<file path="src/hdl/wrip_pkg.sv">
// ----------------------------------------------------------------------------
// wrip_pkg: shared types and constants of the weighted random item picker
// Opcodes, result codes, sequencer states, bus widths and parameter defaults.
// ----------------------------------------------------------------------------
package wrip_pkg;

  localparam int NUM_RANKS_DEF        = 8;
  localparam int ENTRIES_PER_RANK_DEF = 16;
  localparam int ID_BITS_DEF          = 8;
  localparam int WEIGHT_BITS_DEF      = 16;

  localparam int RND_BITS    = 16;
  localparam int STEP_BITS   = $clog2(RND_BITS);
  localparam int S_DATA_BITS = 48;
  localparam int M_DATA_BITS = 16;

  typedef enum logic [1:0] {
    OP_ADD,
    OP_ROLL,
    OP_EXCLUDE,
    OP_CLEAR
  } op_t;

  typedef enum logic [1:0] {
    STAT_OK,
    STAT_RANK,
    STAT_DUP,
    STAT_FULL
  } status_t;

  typedef enum logic [2:0] {
    ST_IDLE,
    ST_SCAN,
    ST_MUL,
    ST_SEARCH,
    ST_DONE
  } state_t;

endpackage

</file>
<file path="src/hdl/weighted_random_item_picker.sv">
// ----------------------------------------------------------------------------
// weighted_random_item_picker: roulette-wheel selection over ranked lists
// Per-rank lists of (id, weight) entries and a global exclusion bitmap.
// One shared adder sums weights, scales the random value and searches.
//
//   channel | dir | tdata                                   | tuser
//   s_      | in  | rank, item_id, weight, random_value     | operation
//   m_      | out | status, picked_id                       | item_valid
//
// Add and roll walk the list of their rank; roll then scales the weight sum by
// the random value and searches the list. The entry RAM's single read port and
// the shared adder visit one entry per cycle, the scaling takes one bit a cycle.
// The next request is taken in the cycle after the result is loaded. s_tready
// is high only between requests. Reset clears the list counts and the exclusion
// bitmap at once. A result waiting on m_tready holds the sequencer in its final
// state.
// ----------------------------------------------------------------------------
module weighted_random_item_picker #(
  parameter int NUM_RANKS        = wrip_pkg::NUM_RANKS_DEF,
  parameter int ENTRIES_PER_RANK = wrip_pkg::ENTRIES_PER_RANK_DEF,
  parameter int ID_BITS          = wrip_pkg::ID_BITS_DEF,
  parameter int WEIGHT_BITS      = wrip_pkg::WEIGHT_BITS_DEF
) (
  input  logic                              clk,
  input  logic                              rst,
  input  logic                              s_tvalid,
  output logic                              s_tready,
  // rank[2:0], item_id[10:3], weight[26:11], random_value[42:27], zero pad
  input  logic [wrip_pkg::S_DATA_BITS-1:0]  s_tdata,
  // operation[1:0]
  input  logic [1:0]                        s_tuser,
  output logic                              m_tvalid,
  input  logic                              m_tready,
  // status[1:0], picked_id[9:2], zero pad
  output logic [wrip_pkg::M_DATA_BITS-1:0]  m_tdata,
  // item_valid[0]
  output logic [0:0]                        m_tuser
);

  localparam int DEPTH      = NUM_RANKS * ENTRIES_PER_RANK;
  localparam int ADDR_BITS  = (DEPTH > 1) ? $clog2(DEPTH) : 1;
  localparam int RANK_BITS  = (NUM_RANKS > 1) ? $clog2(NUM_RANKS) : 1;
  localparam int CNT_BITS   = $clog2(ENTRIES_PER_RANK + 1);
  localparam int SUM_BITS   = WEIGHT_BITS + CNT_BITS;
  localparam int MAP_SIZE   = 1 << ID_BITS;

  wrip_pkg::state_t  state, state_next;
  wrip_pkg::op_t     op_r;
  wrip_pkg::status_t res_status;

  logic [RANK_BITS-1:0]           rank_r;
  logic [ID_BITS-1:0]             id_r;
  logic [WEIGHT_BITS-1:0]         weight_r;
  logic [wrip_pkg::RND_BITS-1:0]  rnd_r;
  logic [ADDR_BITS-1:0]           base;
  logic [CNT_BITS-1:0]            cnt_r;
  logic [CNT_BITS-1:0]            ptr;
  logic                           rd_vld;
  logic [SUM_BITS-1:0]            acc;
  logic [SUM_BITS-1:0]            prod;
  logic [wrip_pkg::STEP_BITS-1:0] step;
  logic                           res_valid;
  logic [7:0]                     res_id;

  logic [CNT_BITS-1:0] counts [NUM_RANKS];
  logic [MAP_SIZE-1:0] excl_map;

  wrip_pkg::op_t          s_op;
  logic [2:0]             s_rank;
  logic [RANK_BITS+2:0]   s_rank_w;
  logic [RANK_BITS-1:0]   s_rank_idx;
  logic [ID_BITS-1:0]     s_id;
  logic [WEIGHT_BITS-1:0] s_weight;
  logic [wrip_pkg::RND_BITS-1:0] s_rnd;
  logic                   in_range;
  logic                   fire;
  logic                   list_op;

  logic [ID_BITS-1:0]     mem_id;
  logic [WEIGHT_BITS-1:0] mem_weight;
  logic [ADDR_BITS-1:0]   rd_addr;
  logic                   wr_en;

  logic                   issue;
  logic                   walk_done;
  logic                   excl_hit;
  logic                   dup;
  logic                   hit;
  logic                   full;
  logic                   load_out;
  logic                   last_step;
  logic [SUM_BITS-1:0]    add_a;
  logic [SUM_BITS-1:0]    add_b;
  logic [SUM_BITS:0]      sum;

  assign s_op       = wrip_pkg::op_t'(s_tuser);
  assign s_rank     = s_tdata[2:0];
  assign s_rank_w   = (RANK_BITS + 3)'(s_rank);
  assign s_rank_idx = s_rank_w[RANK_BITS-1:0];
  assign s_id       = ID_BITS'(s_tdata[10:3]);
  assign s_weight   = WEIGHT_BITS'(s_tdata[26:11]);
  assign s_rnd      = s_tdata[42:27];
  assign in_range   = 32'(s_rank) < NUM_RANKS;
  assign list_op    = (s_op == wrip_pkg::OP_ADD) || (s_op == wrip_pkg::OP_ROLL);
  assign fire       = s_tvalid && s_tready;

  assign issue     = ptr < cnt_r;
  assign walk_done = !issue && !rd_vld;
  assign excl_hit  = excl_map[mem_id];
  assign full      = 32'(cnt_r) >= ENTRIES_PER_RANK;
  assign last_step = step == wrip_pkg::STEP_BITS'(wrip_pkg::RND_BITS - 1);
  assign rd_addr   = base + ADDR_BITS'(ptr);
  assign sum       = {1'b0, add_a} + {1'b0, add_b};

  assign dup = (state == wrip_pkg::ST_SCAN) && (op_r == wrip_pkg::OP_ADD) && rd_vld &&
               (mem_id == id_r);
  assign hit = (state == wrip_pkg::ST_SEARCH) && rd_vld && !excl_hit &&
               ({1'b0, prod} < sum);

  wrip_entry_ram #(
    .DEPTH       (DEPTH),
    .ADDR_BITS   (ADDR_BITS),
    .ID_BITS     (ID_BITS),
    .WEIGHT_BITS (WEIGHT_BITS)
  ) u_ram (
    .clk       (clk),
    .wr_en     (wr_en),
    .wr_addr   (base + ADDR_BITS'(cnt_r)),
    .wr_id     (id_r),
    .wr_weight (weight_r),
    .rd_addr   (rd_addr),
    .rd_id     (mem_id),
    .rd_weight (mem_weight)
  );

  always_comb begin
    state_next = state;
    case (state)
      wrip_pkg::ST_IDLE: begin
        if (fire) begin
          state_next = (list_op && in_range) ? wrip_pkg::ST_SCAN : wrip_pkg::ST_DONE;
        end
      end
      wrip_pkg::ST_SCAN: begin
        if (dup) begin
          state_next = wrip_pkg::ST_DONE;
        end else if (walk_done) begin
          if (op_r == wrip_pkg::OP_ROLL && acc != '0) begin
            state_next = wrip_pkg::ST_MUL;
          end else begin
            state_next = wrip_pkg::ST_DONE;
          end
        end
      end
      wrip_pkg::ST_MUL: begin
        if (last_step) begin
          state_next = wrip_pkg::ST_SEARCH;
        end
      end
      wrip_pkg::ST_SEARCH: begin
        if (hit || walk_done) begin
          state_next = wrip_pkg::ST_DONE;
        end
      end
      wrip_pkg::ST_DONE: begin
        if (load_out) begin
          state_next = wrip_pkg::ST_IDLE;
        end
      end
      default: state_next = wrip_pkg::ST_IDLE;
    endcase
  end

  always_comb begin
    s_tready = 1'b0;
    wr_en    = 1'b0;
    load_out = 1'b0;
    add_a    = acc;
    add_b    = SUM_BITS'(mem_weight);
    case (state)
      wrip_pkg::ST_IDLE: begin
        s_tready = 1'b1;
      end
      wrip_pkg::ST_SCAN: begin
        wr_en = (op_r == wrip_pkg::OP_ADD) && walk_done && !full;
      end
      wrip_pkg::ST_MUL: begin
        add_a = prod;
        add_b = rnd_r[0] ? acc : '0;
      end
      wrip_pkg::ST_SEARCH: begin
        add_a = acc;
      end
      wrip_pkg::ST_DONE: begin
        load_out = !m_tvalid || m_tready;
      end
      default: begin
        s_tready = 1'b0;
      end
    endcase
  end

  always_ff @(posedge clk) begin
    if (rst) begin
      state    <= wrip_pkg::ST_IDLE;
      rd_vld   <= 1'b0;
      m_tvalid <= 1'b0;
      excl_map <= '0;
      for (int r = 0; r < NUM_RANKS; r++) begin
        counts[r] <= '0;
      end
    end else begin
      state <= state_next;
      if (load_out) begin
        m_tvalid <= 1'b1;
      end else if (m_tready) begin
        m_tvalid <= 1'b0;
      end
      case (state)
        wrip_pkg::ST_IDLE: begin
          rd_vld <= 1'b0;
          if (fire && s_op == wrip_pkg::OP_EXCLUDE) begin
            excl_map[s_id] <= 1'b1;
          end
          if (fire && s_op == wrip_pkg::OP_CLEAR) begin
            excl_map <= '0;
          end
        end
        wrip_pkg::ST_SCAN, wrip_pkg::ST_SEARCH: begin
          rd_vld <= issue;
          if (wr_en) begin
            counts[rank_r] <= cnt_r + 1'b1;
          end
        end
        default: begin
          rd_vld <= 1'b0;
        end
      endcase
    end
  end

  always_ff @(posedge clk) begin
    if (load_out) begin
      m_tdata <= {6'b0, res_id, res_status};
      m_tuser <= res_valid;
    end
    case (state)
      wrip_pkg::ST_IDLE: begin
        if (fire) begin
          op_r       <= s_op;
          rank_r     <= s_rank_idx;
          id_r       <= s_id;
          weight_r   <= s_weight;
          rnd_r      <= s_rnd;
          base       <= ADDR_BITS'(32'(s_rank) * ENTRIES_PER_RANK);
          cnt_r      <= in_range ? counts[s_rank_idx] : '0;
          ptr        <= '0;
          acc        <= '0;
          step       <= '0;
          res_valid  <= 1'b0;
          res_id     <= '0;
          res_status <= (list_op && !in_range) ? wrip_pkg::STAT_RANK : wrip_pkg::STAT_OK;
        end
      end
      wrip_pkg::ST_SCAN: begin
        if (issue) begin
          ptr <= ptr + 1'b1;
        end
        if (op_r == wrip_pkg::OP_ROLL && rd_vld && !excl_hit) begin
          acc <= sum[SUM_BITS-1:0];
        end
        if (dup) begin
          res_status <= wrip_pkg::STAT_DUP;
        end else if (op_r == wrip_pkg::OP_ADD && walk_done && full) begin
          res_status <= wrip_pkg::STAT_FULL;
        end
        prod <= '0;
      end
      wrip_pkg::ST_MUL: begin
        // drop the low product bit each step; the high half is the pick
        prod  <= sum[SUM_BITS:1];
        rnd_r <= rnd_r >> 1;
        step  <= step + 1'b1;
        if (last_step) begin
          acc <= '0;
          ptr <= '0;
        end
      end
      wrip_pkg::ST_SEARCH: begin
        if (issue) begin
          ptr <= ptr + 1'b1;
        end
        if (rd_vld && !excl_hit) begin
          acc <= sum[SUM_BITS-1:0];
        end
        if (hit) begin
          res_valid <= 1'b1;
          res_id    <= 8'(mem_id);
        end
      end
      default: begin
        step <= step;
      end
    endcase
  end

endmodule

</file>
<file path="src/hdl/wrip_entry_ram.sv">
// ----------------------------------------------------------------------------
// wrip_entry_ram: entry store of the item picker
// One write port and one read port; id and weight of each entry, read
// data registered.
// ----------------------------------------------------------------------------
module wrip_entry_ram #(
  parameter int DEPTH       = 128,
  parameter int ADDR_BITS   = 7,
  parameter int ID_BITS     = 8,
  parameter int WEIGHT_BITS = 16
) (
  input  logic                   clk,
  input  logic                   wr_en,
  input  logic [ADDR_BITS-1:0]   wr_addr,
  input  logic [ID_BITS-1:0]     wr_id,
  input  logic [WEIGHT_BITS-1:0] wr_weight,
  input  logic [ADDR_BITS-1:0]   rd_addr,
  output logic [ID_BITS-1:0]     rd_id,
  output logic [WEIGHT_BITS-1:0] rd_weight
);

  logic [ID_BITS-1:0]     ids     [DEPTH];
  logic [WEIGHT_BITS-1:0] weights [DEPTH];

  always_ff @(posedge clk) begin
    if (wr_en) begin
      ids[wr_addr]     <= wr_id;
      weights[wr_addr] <= wr_weight;
    end
    rd_id     <= ids[rd_addr];
    rd_weight <= weights[rd_addr];
  end

endmodule

</file>
<file path="config.mk">
export PLATFORM = sky130hd
export DESIGN_NAME = weighted_random_item_picker
export DESIGN_NICKNAME = d
export VERILOG_FILES = /design/src/hdl/wrip_pkg.sv /design/src/hdl/weighted_random_item_picker.sv /design/src/hdl/wrip_entry_ram.sv
export SDC_FILE = /design/constraint.sdc
export NUM_CORES = 2
export LEC_CHECK = 0
export ABC_AREA = 1
export BUFFER_PORTS_ARGS = -buffer_cell sky130_fd_sc_hd__buf_4
export CAP_MARGIN = 10
export CELL_PAD_IN_SITES_DETAIL_PLACEMENT = 0
export CELL_PAD_IN_SITES_GLOBAL_PLACEMENT = 1
export CORE_ASPECT_RATIO = 1.5
export CORE_UTILIZATION = 35
export CTS_CLUSTER_DIAMETER = 40
export DETAILED_ROUTE_END_ITERATION = 6
export PLACE_DENSITY_LB_ADDON = 0.1
export SLEW_MARGIN = 5
export SYNTH_ARGS = -nofsm -noshare
export SYNTH_HDL_FRONTEND = slang
export SYNTH_SLANG_ARGS = --single-unit
</file>
<file path="constraint.sdc">
create_clock -name clk -period 5.85 [get_ports clk]
set_input_delay 0.8775 -clock clk [delete_from_list [all_inputs] [get_ports clk]]
set_output_delay 0.8775 -clock clk [all_outputs]
set_load 0.05 [all_outputs]
</file>
==> parameters.txt <==
Parameter                              Value

Clock tree
  Clock latency on the worst-skew pair    0.97 ns
  Root Driver    sky130_fd_sc_hd__clkbuf_16
  Sinks on Clock Net    3,520
  Maximum level of the CTS H-tree    5
  Count of hold buffers inserted by post-cts repair    0
  # resized after CTS    0
  Clock-pin transition on the worst setup and hold timing paths    0.06 ns
  Total CTS buffers    464
  Maximum clock insertion buffer count    4
  Post-CTS Repair Setup Buffers    0
  CTS tree    done

Route
  Detailed Route WL    489,000 um
  Detail Route Antenna Nets    0
  Total via count after detailed routing    93,460
  Number of design rule violations left after detail routing    0
  Pre-antenna DRT Iters    6
  Detailed-route wire length per cell    28.9 um
  Detail-routed via count per cell    5.53
  Iteration-0 DRC Markers    8,972

Global routing
  Global-route wire length before repair    688,000 um
  Number of global-route vias before repair    91,404
  Maximum number of pins on one net before global-route repair    162
  Number of antenna violations at the first check in global routing    22
  GRT Overall Usage    0.239
  GR Overflow Total    0

Place
  Number of buffers added on ports    61
  HPWL after detailed placement    274,000 um
  Post-Place Setup Slack    0.394 ns
  Weighted congestion at the end of routability-driven global placement    0.822

Flow run
  Number of max-cap violations    0

Yosys
  Synth Instances    11,080
  XOR/XNOR Fraction of Synth Area    0.00195
  Main combinational cell family by area after synthesis    compound AO/OA/AOI/OAI gates
  Area share of fa/ha/maj cells after synthesis    0.00490
  Number of warning messages in the yosys log    0
  Post-synthesis sequential element count    3,520
  Multiplexer area fraction after synthesis    0
  Number of distinct library cell variants in the gate-level netlist after synthesis    43
  Simple-gate portion of the synthesized area    0.104
  Number of enable flip-flop cells after synthesis    3,235
  Most used DFF post-synth    sky130_fd_sc_hd__edfxtp_1
  Part of the Yosys area used for sequential elements    0.738
  Mean area per synthesized cell    12.6 um^2
  Async set-reset flop share out of synthesis    0
  Netlist Area Pre-Place    139,000 um^2
  Post-synthesis compound-gate area fraction    0.123

Timing
  Final sum of negative setup slack    0 ns
  Transition at the pin with the smallest max-transition slack    1.44 ns
  Clock skew    0.0450 ns
  Max Transition Viols Final    0
  Hold Violations, Final    0
  Unrepaired setup endpoints after global routing    false
  Worst max-slew margin expressed relative to the limit    0.0389
  Minimum period implied by the final worst setup slack    5.30 ns
  Final period util    0.907
  PnR worst setup slack    0.546 ns
  F_max    189 MHz
  Final number of setup-violating endpoints    0

Pwr
  Overall power    88.3 mW
  Switch share    0.392
  Portion of total power attributed to sequential cells    0.334
  Gate power share    0.336
  Leakage component of the power    53.0 nW
  Peak VDD IR    553 uV
  Clock group share of total power    0.330
  Switching Power    34.6 mW
  Power density relative to cell area    539 nW/um^2
  Internal portion of total power    53.7 mW

Final layout
  Post-layout net count    11,317
  Multi-input logic area    33,300 um^2
  Share of post-route cells with drive strength above 1    0.127
  Most common library cell in the layout ignoring fill and taps    sky130_fd_sc_hd__edfxtp_1
  Fill cell instance count of the final layout    36,686
  Leading cell types in the layout, fill and taps excluded    3,235 x sky130_fd_sc_hd__edfxtp_1, 2,005 x sky130_fd_sc_hd__nor2_1, 1,581 x sky130_fd_sc_hd__o21ai_0, 713 x sky130_fd_sc_hd__nand2_1, 583 x sky130_fd_sc_hd__nand3_1
  Area used by sequential logic in the layout    103,000 um^2
  Signed area change from the synthesized netlist to the final layout    17.5%

Status
  Status    finished, final reports clean

Critical path
  Data arrival at the endpoint of the critical path    5.99 ns
  Most common cell on crit path    sky130_fd_sc_hd__nor2_1
  Startpoint Class    flop
  Required time of the critical path    6.53 ns
  CP max stage cell    sky130_fd_sc_hd__clkinv_1
  Worst Path Max Fanout    17
  Peak per-stage delay on the critical path    0.70 ns
  Element type at the critical path end    flop
  Critical path buffers and inverters    2
  Cell-by-cell listing of the critical path    clkinv_1 -> o31ai_1 -> ha_1 -> nand2_1 -> nor2_1 -> nand2_1 -> nand3_1 -> a31oi_1 -> nor2_1 -> nor2_1 -> o21ai_1 -> nand3_1 -> nand3_1 -> xor2_1 -> ha_1 -> a21oi_1 -> nor2_1 -> nor2_1 -> nand2_1 -> nor2_1 -> nand4_1 -> nand2_1 -> buf_12
  Cell type group with the largest total delay on the critical path    simple AND/OR/NAND/NOR gates
  Worst Path Class, Setup    flop to flop

Die
  Width of the die    517 um
  Overall die area    401,000 um^2
  Core region area    396,000 um^2
  Number of placed I/O pins    73
  Starting density of the core    0.352
  Die Height    775 um
  Std-Cell Rows    283

Worst hold path
  Min-Delay Path Class    input pin to flop
==> final timing paths <==
kind / startpoint / end / slack [ns] / depth (start not counted)
hold / removal: s_tdata[22] / weight_r[11] / 0.11 / 1
hold reg to reg: res_valid / m_tuser / 0.41 / 0
setup / recovery: rnd_r[0] / res_id[5] / 0.55 / 23
setup reg to reg: rnd_r[0] / res_id[5] / 0.55 / 23
==> cell type report <==
| cell class | instances | area share |
|---|---|---|
| clock inverter | 353 | 0.0238 |
| tap | 5272 | 0.0403 |
| multi-input combinational | 6645 | 0.203 |
| sequential | 3520 | 0.628 |
| timing repair buffer | 466 | 0.0283 |
| clock buffer | 513 | 0.0734 |
| inverter | 112 | 0.00287 |
| antenna | 15 | 0.000229 |
==> layer usage <==
metal / track usage / vias up / wire (um)
li1: - / 41517 / -
met1: 0.305 / 48353 / 199000
met2: 0.418 / 2917 / 248000
met3: 0.0235 / 673 / 23800
met4: 0.0847 / 0 / 17600
met5: 0 / - / 0
==> state kept, by name, summed over array words and instances (netlist names), 16 cells and up <==
register         flops
acc                 21
rnd_r               16
counts              40
excl_map           256
prod                21
u_ram.rd_weight     16
u_ram.weights     2048
u_ram.ids         1024
weight_r            16
==> power by group through the flow <==
| stage | Sequential (mW) | Combinational, mW | Clock, mW |
|---|---|---|---|
| 2_1_floorplan | 30.4 | 15.5 | 0 |
| 3_3_place_gp | 30.0 | 29.9 | 0 |
| 3_5_place_dp | 30.0 | 30.0 | 0 |
| 4_1_cts | 29.5 | 30.1 | 29.7 |
| 5_1_grt | 29.5 | 31.7 | 30.6 |
| 6_report | 29.5 | 29.6 | 29.1 |
==> cells by family after synthesis <==
kind of cell	Yosys count
simple gates	3554
flops	3520
compound gates	3000
buf+inv	920
fa+ha+maj	54
xor+xnor	31
other cells	1
==> cell usage after synthesis (2+ instances only) <==
cell,count,area (um^2)
sky130_fd_sc_hd__o21bai_1,2,15.0
sky130_fd_sc_hd__nand4_1,48,300
sky130_fd_sc_hd__o21ai_1,7,35.0
sky130_fd_sc_hd__clkbuf_1,526,1970
sky130_fd_sc_hd__buf_6,14,158
sky130_fd_sc_hd__buf_1,27,101
sky130_fd_sc_hd__nor2_1,2136,8020
sky130_fd_sc_hd__a21oi_1,462,2310
sky130_fd_sc_hd__a211oi_1,3,22.5
sky130_fd_sc_hd__o21a_1,2,15.0
sky130_fd_sc_hd__inv_2,5,18.8
sky130_fd_sc_hd__o21ai_0,1581,7910
sky130_fd_sc_hd__xnor2_1,14,123
sky130_fd_sc_hd__clkinv_1,9,33.8
sky130_fd_sc_hd__o211ai_1,88,661
sky130_fd_sc_hd__dfxtp_1,285,5710
sky130_fd_sc_hd__o22ai_1,475,2970
sky130_fd_sc_hd__or2_2,4,25.0
sky130_fd_sc_hd__nor3_4,15,244
sky130_fd_sc_hd__a31oi_1,62,388
sky130_fd_sc_hd__o221ai_1,298,2610
sky130_fd_sc_hd__nand3_1,591,2960
sky130_fd_sc_hd__buf_4,61,458
sky130_fd_sc_hd__nor3_1,17,85.1
sky130_fd_sc_hd__o31ai_1,12,90.1
sky130_fd_sc_hd__nand2_2,19,119
sky130_fd_sc_hd__nor2_2,3,18.8
sky130_fd_sc_hd__nand2_1,714,2680
sky130_fd_sc_hd__inv_4,2,12.5
sky130_fd_sc_hd__xor2_1,17,149
sky130_fd_sc_hd__a221oi_1,2,17.5
sky130_fd_sc_hd__a21o_1,4,30.0
sky130_fd_sc_hd__nor4_1,4,25.0
sky130_fd_sc_hd__buf_2,180,901
sky130_fd_sc_hd__nor3_2,2,20.0
sky130_fd_sc_hd__edfxtp_1,3235,97100
sky130_fd_sc_hd__ha_1,53,663
sky130_fd_sc_hd__inv_1,96,360
==> metrics by stage <==
stage	instances	util	hold slack, ns	cell area (um^2)
floorplan	11085	-	0.400	139000
global placement	16011	0.373	0.412	148000
detailed placement	16013	0.373	0.405	148000
CTS	16879	0.413	0.0250	164000
global route	16884	0.413	0.0692	164000
finish	16896	0.413	0.107	164000
No activity file was read; power rests on OpenSTA's default activity.
